### src/hdl/smss_pkg.sv
// Shared types, constants and the control store of the mean and deviation core.
package smss_pkg;

  // Fixed field widths.
  localparam int unsigned PRICE_W       = 16;
  localparam int unsigned FRAC_W        = 8;
  localparam int unsigned COUNT_W       = 9;
  localparam int unsigned MAX_ITEMS_DEF = 256;

  // Width of the step counter.
  localparam int unsigned PC_W = 5;

  // Step addresses of the control program.
  localparam logic [PC_W-1:0] ST_IDLE      = 5'd0;
  localparam logic [PC_W-1:0] ST_CHECK     = 5'd1;
  localparam logic [PC_W-1:0] ST_MEAN_INIT = 5'd2;
  localparam logic [PC_W-1:0] ST_MEAN_DIV  = 5'd3;
  localparam logic [PC_W-1:0] ST_MEAN_SAVE = 5'd4;
  localparam logic [PC_W-1:0] ST_RD_WAIT   = 5'd5;
  localparam logic [PC_W-1:0] ST_DIFF      = 5'd6;
  localparam logic [PC_W-1:0] ST_SQUARE    = 5'd7;
  localparam logic [PC_W-1:0] ST_ACC       = 5'd8;
  localparam logic [PC_W-1:0] ST_DEV_INIT  = 5'd9;
  localparam logic [PC_W-1:0] ST_DEV_DIV   = 5'd10;
  localparam logic [PC_W-1:0] ST_DEV_RINIT = 5'd11;
  localparam logic [PC_W-1:0] ST_DEV_ROOT  = 5'd12;
  localparam logic [PC_W-1:0] ST_DEV_SAVE  = 5'd13;
  localparam logic [PC_W-1:0] ST_NN_MUL    = 5'd14;
  localparam logic [PC_W-1:0] ST_SE_INIT   = 5'd15;
  localparam logic [PC_W-1:0] ST_SE_DIV    = 5'd16;
  localparam logic [PC_W-1:0] ST_SE_RINIT  = 5'd17;
  localparam logic [PC_W-1:0] ST_SE_ROOT   = 5'd18;
  localparam logic [PC_W-1:0] ST_SE_SAVE   = 5'd19;
  localparam logic [PC_W-1:0] ST_WAIT_OUT  = 5'd20;
  localparam logic [PC_W-1:0] ST_EMIT      = 5'd21;
  localparam logic [PC_W-1:0] ST_WAIT_ERR  = 5'd22;
  localparam logic [PC_W-1:0] ST_EMIT_ERR  = 5'd23;

  // Datapath operations, one per control word.
  typedef enum logic [3:0] {
    OP_NOP,
    OP_MEAN_INIT,
    OP_DIV_STEP,
    OP_MEAN_SAVE,
    OP_DIFF,
    OP_SQUARE,
    OP_ACC,
    OP_DEV_INIT,
    OP_ROOT_INIT,
    OP_ROOT_STEP,
    OP_DEV_SAVE,
    OP_NN_MUL,
    OP_SE_INIT,
    OP_SE_SAVE,
    OP_EMIT,
    OP_EMIT_ERR
  } op_e;

  // Jump conditions: the jump is taken when the condition holds.
  typedef enum logic [2:0] {
    C_NEVER,
    C_ALWAYS,
    C_NO_START,
    C_SHORT,
    C_ITER,
    C_IDX,
    C_OUT_BUSY
  } cond_e;

  typedef struct packed {
    op_e             op;
    cond_e           cond;
    logic [PC_W-1:0] target;
  } uword_t;

  // Status from the datapath that the jumps test.
  typedef struct packed {
    logic start;
    logic short_list;
    logic iter_more;
    logic idx_more;
    logic out_busy;
  } flags_t;

  // Control from the sequencer to the datapath.
  typedef struct packed {
    op_e  op;
    logic idle;
  } ctrl_t;

  // The control program.
  function automatic uword_t ucode(input logic [PC_W-1:0] pc);
    uword_t w;
    unique case (pc)
      ST_IDLE:      w = '{op: OP_NOP,       cond: C_NO_START, target: ST_IDLE};
      ST_CHECK:     w = '{op: OP_NOP,       cond: C_SHORT,    target: ST_WAIT_ERR};
      ST_MEAN_INIT: w = '{op: OP_MEAN_INIT, cond: C_NEVER,    target: ST_IDLE};
      ST_MEAN_DIV:  w = '{op: OP_DIV_STEP,  cond: C_ITER,     target: ST_MEAN_DIV};
      ST_MEAN_SAVE: w = '{op: OP_MEAN_SAVE, cond: C_NEVER,    target: ST_IDLE};
      ST_RD_WAIT:   w = '{op: OP_NOP,       cond: C_NEVER,    target: ST_IDLE};
      ST_DIFF:      w = '{op: OP_DIFF,      cond: C_NEVER,    target: ST_IDLE};
      ST_SQUARE:    w = '{op: OP_SQUARE,    cond: C_NEVER,    target: ST_IDLE};
      ST_ACC:       w = '{op: OP_ACC,       cond: C_IDX,      target: ST_RD_WAIT};
      ST_DEV_INIT:  w = '{op: OP_DEV_INIT,  cond: C_NEVER,    target: ST_IDLE};
      ST_DEV_DIV:   w = '{op: OP_DIV_STEP,  cond: C_ITER,     target: ST_DEV_DIV};
      ST_DEV_RINIT: w = '{op: OP_ROOT_INIT, cond: C_NEVER,    target: ST_IDLE};
      ST_DEV_ROOT:  w = '{op: OP_ROOT_STEP, cond: C_ITER,     target: ST_DEV_ROOT};
      ST_DEV_SAVE:  w = '{op: OP_DEV_SAVE,  cond: C_NEVER,    target: ST_IDLE};
      ST_NN_MUL:    w = '{op: OP_NN_MUL,    cond: C_NEVER,    target: ST_IDLE};
      ST_SE_INIT:   w = '{op: OP_SE_INIT,   cond: C_NEVER,    target: ST_IDLE};
      ST_SE_DIV:    w = '{op: OP_DIV_STEP,  cond: C_ITER,     target: ST_SE_DIV};
      ST_SE_RINIT:  w = '{op: OP_ROOT_INIT, cond: C_NEVER,    target: ST_IDLE};
      ST_SE_ROOT:   w = '{op: OP_ROOT_STEP, cond: C_ITER,     target: ST_SE_ROOT};
      ST_SE_SAVE:   w = '{op: OP_SE_SAVE,   cond: C_NEVER,    target: ST_IDLE};
      ST_WAIT_OUT:  w = '{op: OP_NOP,       cond: C_OUT_BUSY, target: ST_WAIT_OUT};
      ST_EMIT:      w = '{op: OP_EMIT,      cond: C_ALWAYS,   target: ST_IDLE};
      ST_WAIT_ERR:  w = '{op: OP_NOP,       cond: C_OUT_BUSY, target: ST_WAIT_ERR};
      ST_EMIT_ERR:  w = '{op: OP_EMIT_ERR,  cond: C_ALWAYS,   target: ST_IDLE};
      default:      w = '{op: OP_NOP,       cond: C_ALWAYS,   target: ST_IDLE};
    endcase
    return w;
  endfunction

endpackage

### src/hdl/smss_store.sv
// Price store: one write port for loading, one registered read port for the second pass.
module smss_store #(
  parameter int unsigned DEPTH = smss_pkg::MAX_ITEMS_DEF
) (
  input  logic                             clk_i,
  input  logic                             wr_en_i,
  input  logic [$clog2(DEPTH)-1:0]         wr_addr_i,
  input  logic [smss_pkg::PRICE_W-1:0]     wr_data_i,
  input  logic [$clog2(DEPTH)-1:0]         rd_addr_i,
  output logic [smss_pkg::PRICE_W-1:0]     rd_data_o
);

  logic [smss_pkg::PRICE_W-1:0] mem [DEPTH];
  logic [smss_pkg::PRICE_W-1:0] rd_data_q;

  // Write while loading a list.
  always_ff @(posedge clk_i) begin
    if (wr_en_i) begin
      mem[wr_addr_i] <= wr_data_i;
    end
  end

  // Read every cycle; the data is registered and valid in the cycle after the address.
  always_ff @(posedge clk_i) begin
    rd_data_q <= mem[rd_addr_i];
  end

  assign rd_data_o = rd_data_q;

endmodule

### config.mk
export PLATFORM = sky130hd
export DESIGN_NAME = smss_store
export DESIGN_NICKNAME = d
export VERILOG_FILES = /design/src/hdl/smss_pkg.sv /design/src/hdl/smss_store.sv
export SDC_FILE = /design/constraint.sdc
export NUM_CORES = 2
export LEC_CHECK = 0
export ABC_AREA = 1
export BUFFER_PORTS_ARGS = -buffer_cell sky130_fd_sc_hd__buf_2
export CELL_PAD_IN_SITES_DETAIL_PLACEMENT = 1
export CELL_PAD_IN_SITES_GLOBAL_PLACEMENT = 2
export CORE_MARGIN = 4
export CORE_UTILIZATION = 35
export CTS_BUF_LIST = sky130_fd_sc_hd__clkbuf_4 sky130_fd_sc_hd__clkbuf_8
export CTS_CLUSTER_SIZE = 8
export DETAILED_ROUTE_END_ITERATION = 10
export PLACE_DENSITY = 0.66
export SETUP_SLACK_MARGIN = 0.15
export SYNTH_ARGS = -nofsm -noshare
export SYNTH_HDL_FRONTEND = slang
export SYNTH_SLANG_ARGS = --single-unit
### constraint.sdc
create_clock -name clk_i -period 5.05 [get_ports clk_i]
set_input_delay 0.505 -clock clk_i [delete_from_list [all_inputs] [get_ports clk_i]]
set_output_delay 0.505 -clock clk_i [all_outputs]
set_load 0.02 [all_outputs]
==> flow_summary.ini <==
[status]
status = completed

[clock_network]
clock_latency_ns = 1.28
cts_resized = 0
cts-htree-levels = 6
cts.sinks = 4112
ctsHoldBuffers = 18
cts_buffers = 698
clk_pin_slew_worst_paths_ns = 0.06
post_cts_buffers = 0
clockBufferDepth = 4
clockRootBuffer = clkbuf_8
cts_tree = yes

[global_routing]
grt_use_met1_pct = 33.84
use_met3_pct = 3.380
grt-busiest-layer = met2
grtUsageMet2_pct = 38.39
antenna_found_initial = 51
grt_util_all_layers_pct = 23.90
overflow = 0
grt_pass1_wl_mm = 847.0
grt_pass1_vias = 115747
grt_max_degree = 166

[synth]
synthTopCellsByArea = edfxtp_1 74%, nand3_1 12%, nand2_1 9.5%, buf_2 1.5%, buf_4 0.74%
synth_ff_type = edfxtp_1
synth_cell_type_count = 15
ys_seq_elements = 4112
yosysMostFrequentCell = nand2_1
ys_seq_area_share_pct = 74.42
synth_commonest_cells = 4211 x nand2_1, 4096 x edfxtp_1, 4035 x nand3_1, 495 x buf_2, 283 x nor2_1
synth_largest_area_cell = edfxtp_1
synth_area_per_cell_um2 = 12.17
synthCells = 13617
yosys_warnings = 0
synth_edf_count = 4096
async_reset_ff_share_pct = 0
synth_nets = 13651
synth_top_area_share_pct = 74.23
synth.cell_area_um2 = 165700

[setup_path]
crit_path_end_kind = register
r2r_cells = 10
critical_path_class = input port to register
regToRegStartpoint = mem[87][4]
crit_arrival_ns = 4.46
r2r_end = rd_data_o[4]
path_max_fanout = 95
r2r_slack_ns = 2.20
cp.required_ns = 6.22
worstSetupStartpointType = input port

[drt]
firstDrtPassIters = 6
drt-total-wl_mm = 589.7
wire_per_inst_um = 28.47
ant_nets = 0
drc = 0
vias = 113008
routed_via_density = 5.456
drt_iter0_markers = 11505

[floorplanning]
coreArea_um2 = 471400
dieHeight_um = 696.1
die_width_um = 696.1
die-area_um2 = 484500
start_util_pct = 35.15
ios = 50
row_count = 252

[timing]
maxSlewHeadroom_pct = 8.885
hold_viol_final = 0
min_period_ns = 3.288
fin_tns_setup_ns = 0
fin_ws_ns = 1.762
final.setup_skew_ns = 0.07148
drv_slew = 0
finalSetupViolCount = 0
worstMarginPinSlew_ns = 1.365
fmax_ghz = 0.3041
finalCritPeriodShare_pct = 65.11
rsz0062_at_grt = false

[finish]
layout.nets = 13994
drive_gt1_share_pct = 11.87
syn2layout_area_growth_pct = 13.03
utilization_pct = 39.74
fill_cells = 49873

[pwr]
power.share.sequential_pct = 52.9
p_comb_share_pct = 6.7
switching_power_uw = 17320
intPower_uw = 53950
swShare_pct = 24.30
cellLeakagePower_uw = 0.06508
ir_drop_mv = 0.1947
p_clk_share_pct = 40.4
power.density_nw_per_um2 = 380.5

[placed_design]
globalplace.congestion = 0.8043
place_ws_ns = 0.5053
port_buffers = 49
place_hpwl_mm = 337.4

[hold_path]
hold_path_depth = 5
min_from = wr_addr_i[4]
worstHoldEndpoint = mem[182][14]
hp-class = input port to register

[flow_run]
cap_violations = 0
-- per-stage QoR --
step | area (um2) | std cells | total power (uW) | hold WS (ns)
5_1_grt | 187200 | 20691 | 73940 | 0.09129
3_5_place_dp | 174000 | 19465 | 43220 | 0.9411
4_1_cts | 187200 | 20685 | 72040 | 0.04008
2_1_floorplan | 165700 | 13617 | 40710 | 0.6039
3_3_place_gp | 174000 | 19465 | 43150 | 0.9358
6_report | 187300 | 20714 | 71280 | 0.1754
-- layout make-up --
type / count / area [um2] / area share (%)
antenna: 29 / 72.57 / 0.03874
sequential: 4112 / 123300 / 65.84
tap: 6223 / 7786 / 4.157
clock inverter: 203 / 1050 / 0.5605
inverter: 39 / 198.9 / 0.1062
clock buffer: 999 / 11970 / 6.392
timing repair buffer: 580 / 5629 / 3.005
multi-input combinational: 8529 / 37280 / 19.90
-- worst max-delay path, cell delays in order --
cell,delay [ns]
buf_12,0.22
inv_16,0.45
buf_4,0.32
buf_12,0.31
nand2_1,0.10
nand3_1,0.10
nand3_1,0.15
nand3_1,0.25
nand3_1,0.23
nand3_1,0.28
nand3_1,0.60
nand2_1,0.36
nand2_1,0.21
nand2_1,0.15
-- placed cells by master, fill, tap and decap left out, types with 3 or more instances in the layout --
cell           instances
dfxtp_1               16
clkbuf_8             715
diode_2               29
edfxtp_1            4096
bufinv_16              3
nand3_1             4035
dlygate4sd3_1         18
inv_8                  9
buf_12                92
clkinv_2              31
buf_4                423
buf_2                 27
inv_1                 33
nor2_1               215
buf_8                 19
nand2_1             4195
inv_6                  9
nand2_2               16
nor2_2                67
clkinvlp_4            14
clkbuf_4             284
clkinv_1             138
-- layer usage --
metal  part of all wire, %  up-vias
met2                    47     3621
met4                   2.8        8
met1                    44    59175
met5                0.0097        -
li1                      -    49379
met3                   6.2      825
-- power groups by stage --
stage	Sequential, uW	Combinational, uW	Clock (uW)
global route	37700	5170	31100
detailed placement	38400	4840	0
CTS	37700	4860	29500
finish	37700	4810	28800
global placement	38400	4770	0
floorplan	38400	2330	0
-- worst max path at each step --
stage	from	endpoint	slack, ns
after floorplan	wr_en_i	mem[162][0]	2.70
after global placement	rd_addr_i[0]	rd_data_o[10]	0.46
after detailed placement	rd_addr_i[0]	rd_data_o[4]	0.51
after CTS	rd_addr_i[0]	rd_data_o[4]	1.89
after global routing	rd_addr_i[0]	rd_data_o[10]	1.63
final	rd_addr_i[0]	rd_data_o[4]	1.76
-- logic make-up (layout without fill, tap and decap cells) --
kind of cell | after synthesis | after routing | share of synthesized area (%)
other cells | 0 | 29 | 0
simple gates | 8529 | 8529 | 22.37
buf+inv | 976 | 1821 | 3.214
flops | 4112 | 4112 | 74.42
-- state kept, by name (all words and copies together), names as in the netlist --
register   count
mem         4096
rd_data_o     16
Note: power is estimated with default switching activity, not from simulation.
