==> config.mk <==
export PLATFORM = sky130hd
export DESIGN_NAME = smss_seq
export DESIGN_NICKNAME = d
export VERILOG_FILES = /design/src/hdl/smss_pkg.sv /design/src/hdl/smss_seq.sv
export SDC_FILE = /design/constraint.sdc
export NUM_CORES = 1
export LEC_CHECK = 0
export ABC_AREA = 1
export BUFFER_PORTS_ARGS = -buffer_cell sky130_fd_sc_hd__buf_2
export CORE_UTILIZATION = 49
export DETAILED_ROUTE_END_ITERATION = 16
export PLACE_DENSITY_LB_ADDON = 0.05
export SYNTH_ARGS = -nofsm -noshare
export SYNTH_HDL_FRONTEND = slang
export SYNTH_SLANG_ARGS = --single-unit
==> constraint.sdc <==
create_clock -name clk_i -period 1.65 [get_ports clk_i]
set_input_delay 0 -clock clk_i [delete_from_list [all_inputs] [get_ports clk_i]]
set_output_delay 0 -clock clk_i [all_outputs]
set_load 0.01 [all_outputs]
==> src/hdl/smss_pkg.sv <==
// Shared types, constants and the control store of the mean and deviation core.
package smss_pkg;

  // Fixed field widths.
  localparam int unsigned PRICE_W       = 16;
  localparam int unsigned FRAC_W        = 8;
  localparam int unsigned COUNT_W       = 9;
  localparam int unsigned MAX_ITEMS_DEF = 256;

  // Width of the step counter.
  localparam int unsigned PC_W = 5;

  // Step addresses of the control program.
  localparam logic [PC_W-1:0] ST_IDLE      = 5'd0;
  localparam logic [PC_W-1:0] ST_CHECK     = 5'd1;
  localparam logic [PC_W-1:0] ST_MEAN_INIT = 5'd2;
  localparam logic [PC_W-1:0] ST_MEAN_DIV  = 5'd3;
  localparam logic [PC_W-1:0] ST_MEAN_SAVE = 5'd4;
  localparam logic [PC_W-1:0] ST_RD_WAIT   = 5'd5;
  localparam logic [PC_W-1:0] ST_DIFF      = 5'd6;
  localparam logic [PC_W-1:0] ST_SQUARE    = 5'd7;
  localparam logic [PC_W-1:0] ST_ACC       = 5'd8;
  localparam logic [PC_W-1:0] ST_DEV_INIT  = 5'd9;
  localparam logic [PC_W-1:0] ST_DEV_DIV   = 5'd10;
  localparam logic [PC_W-1:0] ST_DEV_RINIT = 5'd11;
  localparam logic [PC_W-1:0] ST_DEV_ROOT  = 5'd12;
  localparam logic [PC_W-1:0] ST_DEV_SAVE  = 5'd13;
  localparam logic [PC_W-1:0] ST_NN_MUL    = 5'd14;
  localparam logic [PC_W-1:0] ST_SE_INIT   = 5'd15;
  localparam logic [PC_W-1:0] ST_SE_DIV    = 5'd16;
  localparam logic [PC_W-1:0] ST_SE_RINIT  = 5'd17;
  localparam logic [PC_W-1:0] ST_SE_ROOT   = 5'd18;
  localparam logic [PC_W-1:0] ST_SE_SAVE   = 5'd19;
  localparam logic [PC_W-1:0] ST_WAIT_OUT  = 5'd20;
  localparam logic [PC_W-1:0] ST_EMIT      = 5'd21;
  localparam logic [PC_W-1:0] ST_WAIT_ERR  = 5'd22;
  localparam logic [PC_W-1:0] ST_EMIT_ERR  = 5'd23;

  // Datapath operations, one per control word.
  typedef enum logic [3:0] {
    OP_NOP,
    OP_MEAN_INIT,
    OP_DIV_STEP,
    OP_MEAN_SAVE,
    OP_DIFF,
    OP_SQUARE,
    OP_ACC,
    OP_DEV_INIT,
    OP_ROOT_INIT,
    OP_ROOT_STEP,
    OP_DEV_SAVE,
    OP_NN_MUL,
    OP_SE_INIT,
    OP_SE_SAVE,
    OP_EMIT,
    OP_EMIT_ERR
  } op_e;

  // Jump conditions: the jump is taken when the condition holds.
  typedef enum logic [2:0] {
    C_NEVER,
    C_ALWAYS,
    C_NO_START,
    C_SHORT,
    C_ITER,
    C_IDX,
    C_OUT_BUSY
  } cond_e;

  typedef struct packed {
    op_e             op;
    cond_e           cond;
    logic [PC_W-1:0] target;
  } uword_t;

  // Status from the datapath that the jumps test.
  typedef struct packed {
    logic start;
    logic short_list;
    logic iter_more;
    logic idx_more;
    logic out_busy;
  } flags_t;

  // Control from the sequencer to the datapath.
  typedef struct packed {
    op_e  op;
    logic idle;
  } ctrl_t;

  // The control program.
  function automatic uword_t ucode(input logic [PC_W-1:0] pc);
    uword_t w;
    unique case (pc)
      ST_IDLE:      w = '{op: OP_NOP,       cond: C_NO_START, target: ST_IDLE};
      ST_CHECK:     w = '{op: OP_NOP,       cond: C_SHORT,    target: ST_WAIT_ERR};
      ST_MEAN_INIT: w = '{op: OP_MEAN_INIT, cond: C_NEVER,    target: ST_IDLE};
      ST_MEAN_DIV:  w = '{op: OP_DIV_STEP,  cond: C_ITER,     target: ST_MEAN_DIV};
      ST_MEAN_SAVE: w = '{op: OP_MEAN_SAVE, cond: C_NEVER,    target: ST_IDLE};
      ST_RD_WAIT:   w = '{op: OP_NOP,       cond: C_NEVER,    target: ST_IDLE};
      ST_DIFF:      w = '{op: OP_DIFF,      cond: C_NEVER,    target: ST_IDLE};
      ST_SQUARE:    w = '{op: OP_SQUARE,    cond: C_NEVER,    target: ST_IDLE};
      ST_ACC:       w = '{op: OP_ACC,       cond: C_IDX,      target: ST_RD_WAIT};
      ST_DEV_INIT:  w = '{op: OP_DEV_INIT,  cond: C_NEVER,    target: ST_IDLE};
      ST_DEV_DIV:   w = '{op: OP_DIV_STEP,  cond: C_ITER,     target: ST_DEV_DIV};
      ST_DEV_RINIT: w = '{op: OP_ROOT_INIT, cond: C_NEVER,    target: ST_IDLE};
      ST_DEV_ROOT:  w = '{op: OP_ROOT_STEP, cond: C_ITER,     target: ST_DEV_ROOT};
      ST_DEV_SAVE:  w = '{op: OP_DEV_SAVE,  cond: C_NEVER,    target: ST_IDLE};
      ST_NN_MUL:    w = '{op: OP_NN_MUL,    cond: C_NEVER,    target: ST_IDLE};
      ST_SE_INIT:   w = '{op: OP_SE_INIT,   cond: C_NEVER,    target: ST_IDLE};
      ST_SE_DIV:    w = '{op: OP_DIV_STEP,  cond: C_ITER,     target: ST_SE_DIV};
      ST_SE_RINIT:  w = '{op: OP_ROOT_INIT, cond: C_NEVER,    target: ST_IDLE};
      ST_SE_ROOT:   w = '{op: OP_ROOT_STEP, cond: C_ITER,     target: ST_SE_ROOT};
      ST_SE_SAVE:   w = '{op: OP_SE_SAVE,   cond: C_NEVER,    target: ST_IDLE};
      ST_WAIT_OUT:  w = '{op: OP_NOP,       cond: C_OUT_BUSY, target: ST_WAIT_OUT};
      ST_EMIT:      w = '{op: OP_EMIT,      cond: C_ALWAYS,   target: ST_IDLE};
      ST_WAIT_ERR:  w = '{op: OP_NOP,       cond: C_OUT_BUSY, target: ST_WAIT_ERR};
      ST_EMIT_ERR:  w = '{op: OP_EMIT_ERR,  cond: C_ALWAYS,   target: ST_IDLE};
      default:      w = '{op: OP_NOP,       cond: C_ALWAYS,   target: ST_IDLE};
    endcase
    return w;
  endfunction

endpackage

==> src/hdl/smss_seq.sv <==
// Step counter and control store: each step issues one operation and may jump.
module smss_seq (
  input  logic             clk_i,
  input  logic             rst_ni,
  input  smss_pkg::flags_t flags_i,
  output smss_pkg::ctrl_t  ctrl_o
);

  logic [smss_pkg::PC_W-1:0] pc_q, pc_d;
  smss_pkg::uword_t          uw;
  logic                      take;

  assign uw = smss_pkg::ucode(pc_q);

  // Evaluate the jump condition of the current control word.
  always_comb begin
    unique case (uw.cond)
      smss_pkg::C_NEVER:    take = 1'b0;
      smss_pkg::C_ALWAYS:   take = 1'b1;
      smss_pkg::C_NO_START: take = !flags_i.start;
      smss_pkg::C_SHORT:    take = flags_i.short_list;
      smss_pkg::C_ITER:     take = flags_i.iter_more;
      smss_pkg::C_IDX:      take = flags_i.idx_more;
      smss_pkg::C_OUT_BUSY: take = flags_i.out_busy;
      default:              take = 1'b0;
    endcase
    pc_d = take ? uw.target : pc_q + smss_pkg::PC_W'(1);
  end

  always_ff @(posedge clk_i or negedge rst_ni) begin
    if (!rst_ni) begin
      pc_q <= smss_pkg::ST_IDLE;
    end else begin
      pc_q <= pc_d;
    end
  end

  assign ctrl_o.op   = uw.op;
  assign ctrl_o.idle = pc_q == smss_pkg::ST_IDLE;

endmodule

==> out/qor.txt <==
Worst Setup End Kind -> flop
Synth Area per Inst -> 6.546 µm²
Syn. warnings -> 0
Hold Path Class -> in -> async
fin crit share -> 99.96%
CTS tree -> yes
post-synthesis xor/xnor area fraction -> 2.389%
total CTS buffers -> 3
chip height -> 40.68 µm
share of the synthesized area in the top cell type -> 17.06%
Worst Skew -> 0.007358 ns
Hold Vio Cnt, Final -> 0
CP Buf/Inv Count -> 0
CTS H-tree depth -> 1
Power, Total -> 2242 µW
Largest Register -> pc_q
post-synthesis mux area share -> 0%
Antenna Nets Post-Route -> 0
CTS Root Cell -> clkbuf_4
Worst R2R Path Depth -> 10
Cell Chain, Critical Path -> ha_4 -> ha_4 -> o21a_1 -> nand2_2 -> nand2_4 -> nor2_4 -> nand2_4 -> nand3_4 -> nand2_2 -> nand2_1
Largest register FFs -> 5
Crit-path slowest cell -> dfrtp_1
f_max -> 606.3 MHz
gpl congestion -> 0.9441
First-pass DRT Iterations -> 4
core area -> 0.001350 mm²
Logic pwr share -> 81.4%
Largest regs -> pc_q (5)
number of global-route vias before repair -> 712
average wire per standard cell -> 13.17 µm
commonest cells after routing, fill and taps aside -> nand2_1, buf_4, nand2_2
Slew headroom -> 68.45%
dpl hpwl -> 1.594 mm
Final Instance Area -> 0.001044 mm²
RSZ-0062 raised after global routing -> true
Post-Synth Adder-Cell Area -> 11.95%
dpl cell area -> 893.4 µm²
Crit path largest cell delay -> 0.43 ns
largest net degree at the start of global routing -> 10
internal power -> 1039 µW
Seq/Total Area, Yosys -> 17.06%
Nets -> 158
Die Footprint -> 0.001655 mm²
input/output buffers -> 11
Top Family by Delay on Critical Path -> simple AND/OR/NAND/NOR gates
clock share of power -> 6.7%
Post-route DRC -> 0
Post-Place Worst Slack -> -0.02709 ns
P_leak -> 0.0005346 µW
Synth Cell Area -> 733.2 µm²
commonest non-fill, non-tap cell in the layout -> nand2_1
Data arrival, critical path -> 1.83 ns
maximum vdd drop -> 1206 µV
worst reg-to-reg setup slack -> 0.0007 ns
Seq pwr share -> 11.8%
reg2reg end -> pc_q[2]
Max clock buf depth -> 2
Worst-path clk slew -> 0.05 ns
GRT Util Overall -> 28.52%
Worst-Skew Late Latency -> 0.25 ns
Area growth, synth to finish -> 42.32%
largest family of logic cells by synthesized area -> simple AND/OR/NAND/NOR gates
fin crit period -> 1.649 ns
fin. max-slew vios -> 0
first-pass GRT wire length -> 3.084 mm
Die X -> 40.68 µm
Initial Util -> 54.31%
Slew @ Worst Pin -> 0.4673 ns
simple-gate area share of the yosys netlist -> 48.81%
vias -> 863
cell taking the most area after synthesis -> dfrtp_1
vias per cell -> 5.462
worst r2r src -> pc_q[0]
net load switching power -> 1203 µW
Sink Count -> 5
ranking of synthesized cells by area -> dfrtp_1, nand2_1, ha_1
fraction of layout cells with a size suffix above 1 -> 45.45%
Post-Route WL -> 2.081 mm
Worst Setup Path Type -> reg -> reg
n_diodes -> 0
initial antenna violation count -> 0
Worst Path Required -> 1.83 ns
P per Cell Area -> 2148 mW/mm²
I/O pin total -> 12
post-synthesis cell count -> 112
post-route setup slack -> 0.0007180 ns
final setup violating endpoints -> 0
Yosys reg bits -> 5
crit start category -> flop
Max Cap Viol -> 0
Site Rows -> 13
total gr overflow -> 0
syn_nets -> 126
distinct cell type count after synthesis -> 24
status -> completed
Worst Path Max Fanout -> 6
post-synthesis compound-gate area fraction -> 10.07%
Switching Share -> 53.64%
DR iter-0 viols -> 36
## through the flow
stage | instances | TNS [ns] | hold WS (ns) | utilization [%]
after floorplan | 112 | 0 | -0.2956 | -
after global placement | 150 | 0 | -0.1867 | 66.17
after detailed placement | 150 | -0.07510 | -0.1829 | 66.17
after CTS | 155 | 0 | 0.09438 | 69.79
after global routing | 158 | -0.4061 | 0.09955 | 77.29
final | 158 | 0 | 0.07567 | 77.29
## metal layers
layer / up-vias / share of wire, % / global-route usage (%) / routed length, µm
li1: 434 / - / - / -
met1: 396 / 42 / 37.67 / 880
met2: 31 / 51 / 48.81 / 1060
met3: 2 / 5.5 / 3.261 / 115
met4: 0 / 1.2 / 7.500 / 24
met5: - / 0 / 0 / 0
## logic make-up after synthesis
family / count (synthesis)
buf+inv: 16
xor+xnor: 2
simple gates: 71
compound gates: 11
fa+ha+maj: 7
flops: 5
## repair_timing
item	4_1_cts	5_1_grt
cloned	0	0
hold endpoints to repair	5	0
hold buffers	1	0
setup endpoints to repair	5	7
pin swaps	2	8
resized for setup	3	24
setup buffers	0	3
## cells in the mapped netlist, drive strengths merged
cell	number
nand2	40
inv	14
nand3	13
nor2	11
ha	7
nand4	6
dfrtp	5
o21ai	5
buf	2
xor2	2
a21boi	1
a32o	1
nor3	1
o21a	1
o221ai	1
o22ai	1
o311ai	1
## power groups by stage
stage / clock network, µW / logic (µW) / registers [µW]
finish: 151 / 1830 / 265
global route: 161 / 2010 / 271
CTS: 149 / 1570 / 245
detailed placement: 0 / 1520 / 246
global placement: 0 / 1500 / 246
floorplan: 0 / 1020 / 237
## final cells by class
| cell class | count | area, µm² |
|---|---|---|
| fillers | 100 | 306.5 |
| repair buffers | 29 | 196.4 |
| well taps | 15 | 18.77 |
| clock buffers | 4 | 26.28 |
| multi-input cells | 91 | 621.8 |
| flip-flops and latches | 5 | 127.6 |
| inverters | 14 | 52.55 |
## how the worst max path moves through the flow
stage	slack, ns	endpoint	cells after the start	from
final	0.0007	pc_q[2]	10	pc_q[0]
after CTS	0.01	pc_q[2]	10	pc_q[0]
after floorplan	0.01	pc_q[2]	10	pc_q[0]
after detailed placement	-0.03	pc_q[2]	10	pc_q[0]
after global placement	0.03	pc_q[2]	10	pc_q[0]
after global routing	-0.08	pc_q[2]	10	pc_q[0]
No activity file was read; power rests on OpenSTA's default activity.
