`src/hdl/smss_root.sv`:
```
// Integer square root, two radicand bits per step.
module smss_root #(
  parameter int unsigned SQ_W = 60
) (
  input  logic            clk_i,
  input  logic            rst_ni,
  input  logic            load_i,
  input  logic            step_i,
  input  logic [SQ_W-1:0] radicand_i,
  output logic [SQ_W-1:0] root_o,
  output logic            more_o
);

  localparam int unsigned STEPS = SQ_W / 2;
  localparam int unsigned CW    = $clog2(STEPS + 1);

  logic [CW-1:0]   cnt_q, cnt_d;
  logic [SQ_W-1:0] v_q, v_d;
  logic [SQ_W-1:0] res_q, res_d;
  logic [SQ_W-1:0] bit_q, bit_d;
  logic [SQ_W:0]   trial;
  logic            ge;

  // Compare the remainder against the current root plus the trial bit.
  assign trial = {1'b0, res_q} + {1'b0, bit_q};
  assign ge    = {1'b0, v_q} >= trial;

  always_comb begin
    cnt_d = cnt_q;
    v_d   = v_q;
    res_d = res_q;
    bit_d = bit_q;
    if (load_i) begin
      cnt_d = CW'(STEPS);
      v_d   = radicand_i;
      res_d = '0;
      bit_d = {2'b01, {(SQ_W-2){1'b0}}};
    end else if (step_i) begin
      cnt_d = cnt_q - CW'(1);
      bit_d = bit_q >> 2;
      if (ge) begin
        v_d   = v_q - trial[SQ_W-1:0];
        res_d = (res_q >> 1) + bit_q;
      end else begin
        res_d = res_q >> 1;
      end
    end
  end

  always_ff @(posedge clk_i or negedge rst_ni) begin
    if (!rst_ni) begin
      cnt_q <= '0;
    end else begin
      cnt_q <= cnt_d;
    end
  end

  always_ff @(posedge clk_i) begin
    v_q   <= v_d;
    res_q <= res_d;
    bit_q <= bit_d;
  end

  assign root_o = res_q;
  assign more_o = cnt_q > CW'(1);

endmodule

```
`config.mk`:
```
export PLATFORM = sky130hd
export DESIGN_NAME = smss_root
export DESIGN_NICKNAME = d
export VERILOG_FILES = /design/src/hdl/smss_root.sv
export SDC_FILE = /design/constraint.sdc
export NUM_CORES = 1
export LEC_CHECK = 0
export CORE_ASPECT_RATIO = 0.75
export CORE_UTILIZATION = 65
export DETAILED_ROUTE_END_ITERATION = 7
export DONT_BUFFER_PORTS = 1
export PLACE_DENSITY = 0.79
export SETUP_SLACK_MARGIN = 0.5
export SLEW_MARGIN = 10
export SYNTH_ARGS = -nofsm -noshare
export SYNTH_HDL_FRONTEND = slang
export SYNTH_SLANG_ARGS = --single-unit
```
`constraint.sdc`:
```
create_clock -name clk_i -period 16 [get_ports clk_i]
set_input_delay 0 -clock clk_i [delete_from_list [all_inputs] [get_ports clk_i]]
set_output_delay 0 -clock clk_i [all_outputs]
set_load 0.01 [all_outputs]
```
==> results of run 1 <==
## path summary, 6_finish.rpt
check	startpoint	cells after the start	slack, ns	end
worst min-delay path	step_i	4	0.008	root_o[34]
worst min register to register	cnt_q[4]	2	0.53	cnt_q[4]
min in group asynchronous	rst_ni	2	0.40	cnt_q[0]
worst max-delay path	root_o[2]	22	8.85	root_o[22]
max in group asynchronous	rst_ni	2	15.40	cnt_q[2]
worst max register to register	root_o[2]	22	8.85	root_o[22]
## area by class of cell
cell class | count | area, um^2
Multi-Input combinational cell | 1483 | 10200
Fill cell | 1677 | 5840
Sequential cell | 155 | 3730
Timing Repair Buffer | 68 | 708
Clock buffer | 18 | 439
Tap cell | 288 | 360
Inverter | 45 | 169
Clock inverter | 14 | 124
## logic make-up after synthesis
kind of cell / Yosys count / synth area share [%]
compound gates: 572 / 27.7
xor+xnor: 154 / 9.30
fa+ha+maj: 125 / 10.8
buf+inv: 151 / 4.38
simple gates: 596 / 19.6
mux: 36 / 2.50
flops: 155 / 25.7
## metrics by stage
step	cells	power (W)	utilization (%)
floorplan	1789	0.00181	-
global placement	1974	0.00210	67.1
detailed placement	1974	0.00212	67.1
CTS	2071	0.00257	72.9
global route	2071	0.00278	72.9
finish	2071	0.00262	72.9
## per-layer routing
metal | vias to the layer above | track usage [%]
met2 | 852 | 54.6
met3 | 81 | 7.38
met1 | 6629 | 56.9
met4 | 0 | 11.7
met5 | - | 0
li1 | 6609 | -
## sequential cells by signal (all words and copies together) (netlist names)
name,flops
cnt_q,5
root_o,60
v_q,60
bit_q,30
## placed cells by master, fill, tap and decap left out, drive strengths merged, types with 34 or more instances in the layout
cell           n
a211oi        44
a21o          35
a21oi         96
a31oi         76
dfxtp         90
dlygate4sd3   63
edfxtp        60
ha           124
inv           54
mux2i         34
nand2        220
nand3         36
nand4         46
nor2         159
o21ai        149
o21bai        34
xnor2         77
xor2          77
## power by group through the flow
stage	logic, W	clock network (W)	registers [W]
after floorplan	0.00118	0	0.000628
after global routing	0.00167	0.000414	0.000691
after global placement	0.00142	0	0.000682
after detailed placement	0.00145	0	0.000677
final	0.00154	0.000398	0.000684
after CTS	0.00149	0.000401	0.000677
## worst max-delay path: stages (launching register included)
cell and delay, ns:
dfxtp_1 0.52, ha_1 0.36, a311oi_2 0.35, o31ai_2 0.15
a21oi_2 0.30, o31ai_4 0.16, a311oi_4 0.34, o21ai_4 0.14
a221o_1 0.37, a31oi_1 0.22, xor2_1 0.12, ha_1 0.47
and3_1 0.30, nand4_1 0.25, nor4b_1 0.41, nand4_1 0.18
nand4_1 0.16, a31oi_2 0.15, o21a_4 0.30, nor2_4 0.81
nand2_1 0.13, a311oi_1 0.29, dlygate4sd3_1 0.58
## timing repair
action                                 in CTS  in global routing
hold buffers                               65                  0
setup buffers                               0                  0
gates resized for setup                     0                  0
endpoints found under the hold margin     159                  0
==> run_results.csv, run 1 <==
group,metric,value,unit
routing,drtIter0Drc,2073,
clock_tree,numCtsBuffers,17,
sta,hold_viol,0,
routing,antenna_left,0,
synth,syn-instance-count,1789,
power,clockPowerShare,15.2,%
layout,drive_gt1_share,6.39,%
clock_tree,clockBufferDepth,2,
layout,synthToLayoutAreaGrowth,8.16,%
synth,syn_area,14500,um^2
power,worst_ir_drop_vdd,0.000167,V
synth,syn_avg_cell_area,8.11,um^2
sta,rsz0062_at_grt,"no",
synth,synth_edf_count,60,
synth,ys_warn_count,0,
synth,ys_types,102,
floorplanning,core_area,21500,um^2
outcome,status,"completed",
routing,dr_wl_met3,5050,um
critical_path,crit_type,"flip-flop to flip-flop",
sta,tightest_slew,1.02,ns
critical_path,cp-start-kind,"flip-flop",
routing,wire_per_inst,21.5,um
routing,dr_total_vias,14200,
sta,clock_skew,0.0184,ns
global_route,grt_pass1_vias,12700,
critical_path,worstSetupEndpointType,"flip-flop",
placed_design,place.gp.congestion,0.995,
critical_path,cp_max_fo,29,
sta,max_freq,140,MHz
global_route,grt_use_total,38.1,%
routing,via_per_inst,6.84,
synth,syn_nets,1978,
floorplanning,dieArea,22900,um^2
sta,whs,0.00790,ns
layout,n_antenna_cell,0,
synth,ys.flop_type,"dfxtp_1",
power,p_sw,0.00128,W
synth,synth_top_area_cell,"dfxtp_1",
sta,slew_viol_final,0,
power,p_per_area,167,nW/um^2
layout,design_area,15700,um^2
floorplanning,die_w,174,um
placed_design,preCtsSetupSlack,9.36,ns
critical_path,worstPathArrival,7.54,ns
synth,synth_common_cells,"nand2_1 (218), nor2_1 (159), o21ai_0 (126)",
power,power.internal,0.00134,W
synth,yosysSeqAreaShare,25.7,%
routing,firstDrtPassIters,8,
floorplanning,start_util,67.4,%
synth,ys_ff_latch,155,
power,p_leak,6.05,nW
placed_design,dpl_cell_area,14400,um^2
global_route,grt_antenna_before_repair,1,
sta,max_slew_margin,32.1,%
floorplanning,ios,125,
placed_design,dp_hpwl,31300,um
routing,drc_errors,0,
power,comb_power_share,58.8,%
synth,yosysMostFrequentCell,"nand2_1",
clock_tree,cts_max_level,4,
routing,wl_met2,18200,um
synth,synthTopCellsByArea,"dfxtp_1 (12%), edfxtp_1 (12%), ha_1 (11%)",
clock_tree,cts_sinks,155,
floorplanning,core.rowCount,46,
sta,fin_tns_setup,0,ns
critical_path,cp.required,16.39,ns
synth,async_flop_share,3.23,%
global_route,grt_pass1_wl,69500,um
routing,topRoutingLayerUsed,"met4",
floorplanning,die_y,131,um
job,drv_cap,0,
global_route,grt_overflow,0,
power,swShare,48.9,%
clock_tree,clock-root-buffer,"clkbuf_16",
synth,synth_top_cell_area_share,12.4,%
routing,wirelength_met1,20300,um
sta,period_share,44.7,%
sta,period_minus_slack,7.15,ns
min_path,hold_path.class,"input port to flip-flop",
clock_tree,clk_latency,0.45,ns
placed_design,port_buffers,0,
layout,fin_nets,1959,
clock_tree,cts_tree,"yes",
power,p_seq_share,26.1,%
routing,wl,44500,um
clock_tree,clkTransAtPathRegs,0.07,ns
sta,finalSetupViolCount,0,
sta,setup_slack,8.85,ns
global_route,grt_max_degree,205,
No activity file was read; power rests on OpenSTA's default activity.
==> run 2: changes to the inputs <==
CORE_UTILIZATION = 60   (was 65)
PLACE_DENSITY = 0.77   (was 0.79)
clock period = 6.15 ns   (was 16 ns; I/O delays follow)
==> run 2 against run 1 <==
Net effect: clock skew down 0.0039 ns; worst setup slack worse by 8.2 ns; combinational power rose to 2.9 times the previous value; critical endpoint is now root_o[6]; global-route usage down 1.9 points; wire length up 3.6%; sequential power rose to 2.5 times the previous value; clock power rose to 2.7 times the previous value; via count up 0.76%; die area up 8.2%.
==> run_results.csv, run 2 (synthesis results as in run 1) <==
group,metric,value,unit
sta,hold_viol,0,
clock_tree,numCtsBuffers,17,
sta,tightest_slew,0.955,ns
placed_design,preCtsSetupSlack,0.153,ns
sta,fin_tns_setup,0,ns
min_path,hold_path.class,"input port to flip-flop",
global_route,grt_max_degree,205,
critical_path,cp_max_fo,13,
routing,drtIter0Drc,1927,
clock_tree,clock-root-buffer,"clkbuf_16",
power,p_leak,6.36,nW
floorplanning,die_w,182,um
sta,clock_skew,0.0144,ns
floorplanning,core.rowCount,48,
sta,slew_viol_final,0,
sta,period_share,89.5,%
layout,n_antenna_cell,0,
sta,max_freq,182,MHz
global_route,grt_antenna_before_repair,0,
clock_tree,cts_sinks,155,
power,p_per_area,437,nW/um^2
routing,firstDrtPassIters,8,
clock_tree,cts_tree,"yes",
clock_tree,cts_max_level,4,
critical_path,regToRegSetupSlack,0.65,ns
placed_design,dp_hpwl,32200,um
global_route,grt_use_total,36.2,%
floorplanning,dieArea,24800,um^2
routing,dr_total_vias,14300,
routing,drc_errors,0,
power,worst_ir_drop_vdd,0.000242,V
global_route,grt_pass1_wl,70200,um
routing,wl,46100,um
global_route,grt_pass1_vias,12900,
layout,drive_gt1_share,12.3,%
floorplanning,ios,125,
routing,wire_per_inst,21.6,um
layout,fin_nets,2011,
clock_tree,clkTransAtPathRegs,0.07,ns
critical_path,worstPathArrival,5.84,ns
global_route,grt_overflow,0,
sta,finalSetupViolCount,0,
routing,dr_wl_met3,5610,um
floorplanning,start_util,62.1,%
critical_path,crit_type,"flip-flop to flip-flop",
routing,via_per_inst,6.69,
layout,synthToLayoutAreaGrowth,14.1,%
routing,topRoutingLayerUsed,"met4",
routing,wl_met2,18800,um
placed_design,place.gp.congestion,0.945,
critical_path,cp-start-kind,"flip-flop",
layout,mostFrequentLayoutCells,"nand2_1 (218), nor2_1 (158), o21ai_0 (122)",
critical_path,worstSetupEndpointType,"flip-flop",
sta,period_minus_slack,5.50,ns
sta,rsz0062_at_grt,"no",
routing,antenna_left,0,
critical_path,cp.required,6.49,ns
job,drv_cap,0,
placed_design,port_buffers,0,
outcome,status,"completed",
floorplanning,die_y,137,um
sta,setup_slack,0.646,ns
sta,max_slew_margin,36.3,%
layout,final_common_cell,"nand2_1",
clock_tree,clockBufferDepth,2,
clock_tree,clk_latency,0.45,ns
routing,wirelength_met1,20700,um
floorplanning,core_area,23400,um^2
-- run 2: final timing paths --
kind,endpoint,cells after the start,startpoint
max,root_o[6],21,root_o[12]
min,bit_q[14],2,load_i
max reg2reg,root_o[6],21,root_o[12]
min reg2reg,root_o[0],2,root_o[0]
max in group asynchronous,cnt_q[4],2,rst_ni
min in group asynchronous,cnt_q[0],2,rst_ni
-- run 2: cell type report --
cell class	instances	area (um^2)
Fill cell	1854	6820
Tap cell	300	375
Inverter	45	169
Timing Repair Buffer	118	1130
Clock inverter	11	108
Multi-Input combinational cell	1485	10600
Sequential cell	155	3750
Clock buffer	21	450
-- run 2: worst max-delay path, cell delays in order, from the launching register on --
cell	delay, ns
dfxtp_2	0.40
ha_4	0.32
nand2_1	0.12
nor4_4	0.40
buf_4	0.17
a21o_1	0.17
nand3_1	0.14
o21ai_4	0.21
a32oi_2	0.23
xor2_1	0.36
ha_1	0.39
a21oi_1	0.26
o21ai_0	0.23
a221oi_2	0.40
o22a_1	0.18
nand4_1	0.15
a31oi_4	0.30
o21a_4	0.24
nor2_2	0.05
buf_4	0.24
mux2i_1	0.13
a221oi_1	0.28
-- run 2: what timing repair did --
| action | 4_1_cts | 5_1_grt |
|---|---|---|
| hold buffers | 64 | 0 |
| hold endpoints to repair | 159 | 0 |
| cloned | 2 | 1 |
| setup buffers | 7 | 11 |
| resized for setup | 22 | 51 |
| endpoints found under the setup margin | 120 | 133 |
| pin swaps | 6 | 17 |
-- run 2: report_power, final --
group	total (W)	leakage [nW]	internal [W]	switching, W
Combinational	0.00443	4.68	0.00175	0.00268
Clock	0.00106	0.276	0.000576	0.000480
Sequential	0.00174	1.40	0.00145	0.000286
-- run 2: layer usage --
layer  vias to the layer above  global-route usage [%]
met2                       819                    51.6
met3                        76                    9.18
met1                      6659                    52.8
met5                         -                       0
li1                       6724                       -
met4                         0                    11.3
-- run 2: metrics by stage --
stage | area (um^2) | total power, W | hold slack [ns] | std cells | util (%)
after floorplan | 14600 | 0.00472 | -0.296 | 1789 | -
after global placement | 14800 | 0.00554 | -0.295 | 2018 | 63.3
after detailed placement | 14800 | 0.00560 | -0.295 | 2018 | 63.3
after CTS | 16200 | 0.00687 | 0.0241 | 2123 | 69.4
after global routing | 16500 | 0.00765 | 0.0457 | 2135 | 70.8
final | 16500 | 0.00723 | 0.00148 | 2135 | 70.8
