File: src/hdl/smss_div.sv
// Restoring divider: one quotient bit per step, most significant first.
module smss_div #(
  parameter int unsigned DVD_W = 59,
  parameter int unsigned DSR_W = 18
) (
  input  logic             clk_i,
  input  logic             rst_ni,
  input  logic             load_i,
  input  logic             step_i,
  input  logic [DVD_W-1:0] dividend_i,
  input  logic [DSR_W-1:0] divisor_i,
  output logic [DVD_W-1:0] quotient_o,
  output logic             more_o
);

  localparam int unsigned CW = $clog2(DVD_W + 1);

  logic [CW-1:0]    cnt_q, cnt_d;
  logic [DVD_W-1:0] dvd_q, dvd_d;
  logic [DSR_W-1:0] dsr_q, dsr_d;
  logic [DSR_W-1:0] rem_q, rem_d;
  logic [DSR_W:0]   trial;
  logic [DSR_W:0]   trial_sub;
  logic             ge;

  // Bring down the next dividend bit and try a subtraction.
  assign trial     = {rem_q, dvd_q[DVD_W-1]};
  assign trial_sub = trial - {1'b0, dsr_q};
  assign ge        = trial >= {1'b0, dsr_q};

  always_comb begin
    cnt_d = cnt_q;
    dvd_d = dvd_q;
    dsr_d = dsr_q;
    rem_d = rem_q;
    if (load_i) begin
      cnt_d = CW'(DVD_W);
      dvd_d = dividend_i;
      dsr_d = divisor_i;
      rem_d = '0;
    end else if (step_i) begin
      cnt_d = cnt_q - CW'(1);
      dvd_d = {dvd_q[DVD_W-2:0], ge};
      rem_d = ge ? trial_sub[DSR_W-1:0] : trial[DSR_W-1:0];
    end
  end

  always_ff @(posedge clk_i or negedge rst_ni) begin
    if (!rst_ni) begin
      cnt_q <= '0;
    end else begin
      cnt_q <= cnt_d;
    end
  end

  always_ff @(posedge clk_i) begin
    dvd_q <= dvd_d;
    dsr_q <= dsr_d;
    rem_q <= rem_d;
  end

  // Once all bits are through, the shifted dividend holds the quotient.
  assign quotient_o = dvd_q;
  assign more_o     = cnt_q > CW'(1);

endmodule

File: config.mk
export PLATFORM = sky130hd
export DESIGN_NAME = smss_div
export DESIGN_NICKNAME = d
export VERILOG_FILES = /design/src/hdl/smss_div.sv
export SDC_FILE = /design/constraint.sdc
export NUM_CORES = 1
export LEC_CHECK = 0
export BUFFER_PORTS_ARGS = -buffer_cell sky130_fd_sc_hd__buf_2
export CAP_MARGIN = 20
export CORE_ASPECT_RATIO = 1.75
export CORE_UTILIZATION = 55
export CTS_BUF_LIST = sky130_fd_sc_hd__clkbuf_8
export CTS_CLUSTER_SIZE = 30
export DETAILED_ROUTE_END_ITERATION = 7
export PLACE_DENSITY = 0.88
export SYNTH_ARGS = -nofsm -noshare
export SYNTH_HDL_FRONTEND = slang
export SYNTH_SLANG_ARGS = --single-unit
File: constraint.sdc
create_clock -name clk_i -period 3.8 [get_ports clk_i]
set_clock_uncertainty 0.15 [all_clocks]
set_input_delay 0.19 -clock clk_i [delete_from_list [all_inputs] [get_ports clk_i]]
set_output_delay 0.19 -clock clk_i [all_outputs]
set_load 0.02 [all_outputs]
==> metrics.yaml, run 1 <==
synth_area_per_cell_um2: 12.2
final_cell_mix: "buf_2, edfxtp_1, dlygate4sd3_1, mux2_2, nand2_1"
crit_type: "flop to flop"
gp_congestion: 0.931
leakagePower_nw: 2.88
numCtsBuffers: 9
met3_usage_pct: 8.21
finalCritPeriodShare_pct: 81.5
worst-path-max-fanout: 4
slew_headroom_pct: 43.7
syn_inst: 424
final_common_cell: "buf_2"
syn_to_final_growth_pct: 33.4
antenna_found_initial: 0
root_buffer: "clkbuf_8"
start_util_pct: 57.0
hold_viol: 0
ff2ff_path_depth: 11
fin_util_pct: 76.1
critical_path_arrival_ps: 3240
crit_required_ps: 3940
fp.coreArea_um2: 9090
multi_input_area_um2: 2170
slowest_stage: "edfxtp_1"
report.final.slew_viol_count: 0
cp_cell_sequence: "inv_1 -> ha_1 -> inv_1 -> fa_1 -> a21o_1 -> a2111oi_2 -> a21oi_1 -> a31oi_1 -> xnor2_1 -> nand2_1 -> a311oi_1"
fin_tns_setup_ps: 0
clockBufferDepth: 2
layout-drive-gt1-share_pct: 36.4
r2r-start: "quotient_o[58]"
period_minus_slack_ps: 3100
ctsHtreeMaxLevel: 3
grt.busiest_layer: "met2"
regArea_um2: 2820
holdWs_ps: 9.33
p_per_area_nw_per_um2: 412
yosysWarningCount: 0
worst_setup_path_end_kind: "flop"
n_antenna_cell: 0
die_h_um: 130
vdd_drop_max_mv: 0.319
clk_latency_ps: 400
die_w_um: 75.4
cts.clk_slew.worst_paths_ps: 100
clkSinkCount: 101
crit_top_cell: "inv_1"
ys_ff_latch: 101
dr_total_vias: 4571
die-area_um2: 9840
final_cells: 758
grt_pass1_vias: 4734
use_met2_pct: 59.7
maxCapViolCount: 0
wire_per_inst_um: 21.0
tightest_slew_ps: 844
grtUsageTotal_pct: 34.5
nets: 735
reg2reg_to: "rem_q[10]"
fillers: 554
syn_area_um2: 5190
cp-start-kind: "flop"
yosysSeqAreaShare_pct: 54.4
vias_per_cell: 6.03
max_stage_delay_ps: 460
port_buffers: 140
ant_nets: 0
finalPower_mw: 2.85
rows: 46
hp-class: "input pin to async pin"
status: "completed"
drtIter0Drc: 451
synth_edf_count: 77
dp_hpwl_mm: 8.82
setup_viol: 0
rsz0062_at_grt: "no"
cts_tree: "yes"
fmax_ghz: 0.323
met1_usage_pct: 39.0
grt_pass1_wl_mm: 24.5
dp_cells: 665
synth.distinct_cells: 58
routed_wl_mm: 15.9
dr.pass1.iters: 5
synth_ff_type: "edfxtp_1"
grt_overflow: 0
grt_max_degree: 70
synth-async-reset-ratio_pct: 5.94
pin_count: 141
drc: 0
synth_fp_nets: 526
reg2reg_slack_ps: 700
through the flow:
stage | instance area, µm² | setup slack [ps]
after floorplan | 5190 | 987
after global placement | 5960 | 981
after detailed placement | 5960 | 843
after CTS | 6920 | 818
after global routing | 6920 | 619
final | 6920 | 703
power by group:
group / switching (mW) / total, mW / internal (mW)
registers: 0.0739 / 1.39 / 1.31
logic: 0.451 / 0.781 / 0.330
clock network: 0.431 / 0.685 / 0.254
total: 0.956 / 2.85 / 1.90
area by class of cell:
cell class	instances	share of cell area, %
clock buffer	9	1.79
tap	120	2.17
sequential	101	40.8
multi-input combinational	278	31.4
clock inverter	7	0.994
inverter	23	1.25
timing repair buffer	220	21.6
how the worst max path moves through the flow:
stage                    from   endpoint  slack, ps  cells past startpoint
4_1_cts        quotient_o[58]  rem_q[14]        820                     10
3_5_place_dp   quotient_o[58]  rem_q[14]        840                     10
2_1_floorplan  quotient_o[58]  rem_q[14]        990                     10
5_1_grt        quotient_o[58]  rem_q[10]        620                     11
6_report       quotient_o[58]  rem_q[10]        700                     11
3_3_place_gp   quotient_o[58]  rem_q[14]        980                     10
cell families after synthesis:
family          synth area share, %
compound gates                 11.4
buf+inv                        3.69
simple gates                   9.55
flops                          54.4
fa+ha+maj                      5.21
mux                            13.0
xor+xnor                       2.70
registers in the layout (all words and copies together) (netlist names):
| name | count |
|---|---|
| quotient_o | 59 |
| dsr_q | 18 |
| rem_q | 18 |
| cnt_q | 6 |
per-layer routing:
metal | vias up | routed length, µm
met5 | - | 0
met4 | 0 | 751
met3 | 78 | 1390
met2 | 343 | 8390
met1 | 2146 | 5420
li1 | 2004 | -
worst max-delay path, delay by kind of cell (launching register included):
kind                       cells  cell delay (ps)
AOI/OAI and AO/OA              5             1410
xor gates and xnor gates       1              190
DFF                            1              460
adders and majority gates      2              570
buffers and inverters          2              160
and+or+nand+nor                1               80
cell usage after synthesis (3+ instances only):
| cell | n | area share [%] |
|---|---|---|
| dfrtp_1 | 6 | 2.9 |
| edfxtp_1 | 77 | 45 |
| buf_4 | 3 | 0.43 |
| nand2_1 | 42 | 3.0 |
| a21o_1 | 7 | 1.0 |
| xnor2_1 | 11 | 1.9 |
| and2_1 | 3 | 0.36 |
| mux2_2 | 59 | 13 |
| xor2_1 | 5 | 0.84 |
| a311oi_1 | 12 | 2.0 |
| and3_1 | 3 | 0.36 |
| a31oi_1 | 3 | 0.36 |
| clkbuf_1 | 7 | 0.51 |
| buf_1 | 8 | 0.58 |
| nor3b_1 | 3 | 0.43 |
| dfxtp_1 | 18 | 6.9 |
| a21oi_1 | 16 | 1.5 |
| a311oi_2 | 3 | 0.87 |
| nor2_1 | 24 | 1.7 |
| nor3_1 | 4 | 0.39 |
| o31ai_1 | 3 | 0.43 |
| buf_2 | 3 | 0.29 |
| inv_1 | 23 | 1.7 |
| ha_1 | 20 | 4.8 |
| o21ai_0 | 11 | 1.1 |
| nand3_1 | 7 | 0.68 |
| nand4_1 | 5 | 0.60 |
timing repair:
action,in CTS,in global routing
resized for setup,0,0
hold buffers,77,0
hold endpoints to repair,82,0
buffers inserted,0,0
No activity file was read; power rests on OpenSTA's default activity.
==> run 2, diff against run 1 <==
--- a/config.mk
+++ b/config.mk
@@ -8,11 +8,11 @@
 export BUFFER_PORTS_ARGS = -buffer_cell sky130_fd_sc_hd__buf_2
 export CAP_MARGIN = 20
 export CORE_ASPECT_RATIO = 1.75
-export CORE_UTILIZATION = 55
+export CORE_UTILIZATION = 49
 export CTS_BUF_LIST = sky130_fd_sc_hd__clkbuf_8
 export CTS_CLUSTER_SIZE = 30
 export DETAILED_ROUTE_END_ITERATION = 7
-export PLACE_DENSITY = 0.88
+export PLACE_DENSITY = 0.83
 export SYNTH_ARGS = -nofsm -noshare
 export SYNTH_HDL_FRONTEND = slang
 export SYNTH_SLANG_ARGS = --single-unit
==> constraint.sdc (replaced) <==
create_clock -name clk_i -period 2.5 [get_ports clk_i]
set_clock_uncertainty 0.15 [all_clocks]
set_input_delay 0.125 -clock clk_i [delete_from_list [all_inputs] [get_ports clk_i]]
set_output_delay 0.125 -clock clk_i [all_outputs]
set_load 0.02 [all_outputs]
==> metrics.yaml, run 2 (same netlist as run 1, synthesis figures left out) <==
status: "finished with violations"
violations: "negative setup slack"
report.final.slew_viol_count: 0  # unchanged
p_per_area_nw_per_um2: 626  # +52%
maxCapViolCount: 0  # unchanged
grt_max_degree: 41  # -41%
start_util_pct: 50.4  # -6.7 points
grt_pass1_vias: 5265  # +11%
grt_pass1_wl_mm: 27.5  # +12%
crit_required_ps: 2660  # -1280 ps
grtUsageTotal_pct: 33.3  # -1.3 points
wl_met1_mm: 6.47  # +19%
final_cell_mix: "buf_2, dlygate4sd3_1, edfxtp_1, mux2_2, buf_4"
vias_per_cell: 6.13  # +1.7%
dpl_worst_slack_ps: -135  # -978 ps
grt_overflow: 0  # unchanged
top_layer: "met4"
min_from: "dividend_i[24]"
worst_setup_path_end_kind: "flop"
vdd_drop_max_mv: 0.568  # +78%
fillers: 568  # +2.5%
gp_congestion: 0.945  # +1.4%
clockBufferDepth: 2  # unchanged
pin_count: 141  # unchanged
critical_path_arrival_ps: 2970  # -270 ps
die-area_um2: 11000  # +12%
dr_total_vias: 5012  # +9.6%
ant_nets: 0  # unchanged
dr.pass1.iters: 6  # +1
placed_area_um2: 6330  # +6.3%
met3WireLength_mm: 1.45  # +5.0%
finalPower_mw: 4.82  # +69%
reg2reg_to: "rem_q[10]"
nets: 787  # +7.1%
setup_viol: 19  # +19
routed_wl_mm: 19.3  # +21%
leakagePower_nw: 3.25  # +13%
rsz0062_at_grt: "yes"
hp-class: "input pin to flop"
rows: 49  # +6.5%
port_buffers: 140  # unchanged
die_w_um: 79.8  # +5.8%
dp_hpwl_mm: 9.59  # +8.7%
root_buffer: "clkbuf_8"
crit_type: "flop to flop"
fp.coreArea_um2: 10300  # +13%
fin_tns_setup_ps: -2990  # -2990 ps
worst-path-max-fanout: 3  # -1
ctsHtreeMaxLevel: 3  # unchanged
stdcell_area_um2: 7690  # +11%
cp-endpoint: "rem_q[10]"
hold_viol: 0  # unchanged
n_antenna_cell: 0  # unchanged
worst_slack_ps: -310  # -1010 ps
drc: 0  # unchanged
wire_per_inst_um: 23.6  # +12%
final_common_cell: "buf_2"
tightest_slew_ps: 555  # -289 ps
wl_met2_mm: 9.97  # +19%
clk_latency_ps: 410  # about the same
cts.clk_slew.worst_paths_ps: 110  # about the same
finalCritPeriodShare_pct: 112  # +31 points
drtIter0Drc: 452  # +0.22%
holdWs_ps: 55.6  # +46.3 ps
die_h_um: 138  # +5.9%
reg2reg_slack_ps: -310  # -1010 ps
fmax_ghz: 0.356  # +10%
r2r-start: "quotient_o[58]"
cts_tree: "yes"
antenna_found_initial: 0  # unchanged
largest_register_ffs: 59  # unchanged
syn_to_final_growth_pct: 48.2
period_minus_slack_ps: 2810  # -287 ps
clkSinkCount: 101  # unchanged
slew_headroom_pct: 63.0  # +19 points
numCtsBuffers: 9  # unchanged
crit_start: "quotient_o[58]"
ff2ff_path_depth: 11  # unchanged
layout-drive-gt1-share_pct: 46.5  # +10 points
cp-start-kind: "flop"
[run 2: power by group]
part	total, mW	internal, mW	switching [mW]
registers	2.12	2.00	0.125
clock network	1.11	0.400	0.707
logic	1.59	0.726	0.861
[run 2: critical path: stages (launching register included)]
cell       delay (ps)
edfxtp_1          430
inv_1             100
ha_2              170
inv_2              40
fa_2              330
a21o_1            210
a2111oi_4         390
a21oi_2           140
a31oi_1           240
xnor2_1           170
nand2_1           110
a311oi_2          240
[run 2: metal layers]
metal / vias up / global-route usage [%]
li1: 2107 / -
met2: 405 / 57.2
met3: 121 / 8.25
met4: 0 / 21.3
met5: - / 0
met1: 2379 / 35.2
[run 2: worst min path at each step]
stage	to	slack, ps	cells after the start
after floorplan	cnt_q[0]	-320	0
after global routing	quotient_o[24]	20	2
after global placement	cnt_q[2]	-200	1
final	quotient_o[24]	60	2
after detailed placement	cnt_q[4]	-200	1
after CTS	quotient_o[24]	20	2
[run 2: cell type report]
| type | instances | area (µm²) | share of cell area [%] |
|---|---|---|---|
| Clock buffer | 9 | 124 | 1.61 |
| Timing Repair Buffer | 272 | 1940 | 25.3 |
| Clock inverter | 7 | 73.8 | 0.960 |
| Inverter | 23 | 86.3 | 1.12 |
| Sequential cell | 101 | 2820 | 36.7 |
| Multi-Input combinational cell | 278 | 2480 | 32.3 |
| Tap cell | 127 | 159 | 2.07 |
[run 2: stage by stage]
step | util (%) | std cells
5_1_grt | 74.6 | 817
2_1_floorplan | - | 424
3_3_place_gp | 61.5 | 715
3_5_place_dp | 61.5 | 715
6_report | 74.6 | 817
4_1_cts | 72.0 | 812
[run 2: what timing repair did]
action                                 CTS  global route
setup endpoints to repair               16            19
endpoints found under the hold margin   89             0
pin swaps                               13            17
hold buffers                            80             0
setup buffers                            1             6
gates resized for setup                 19            44
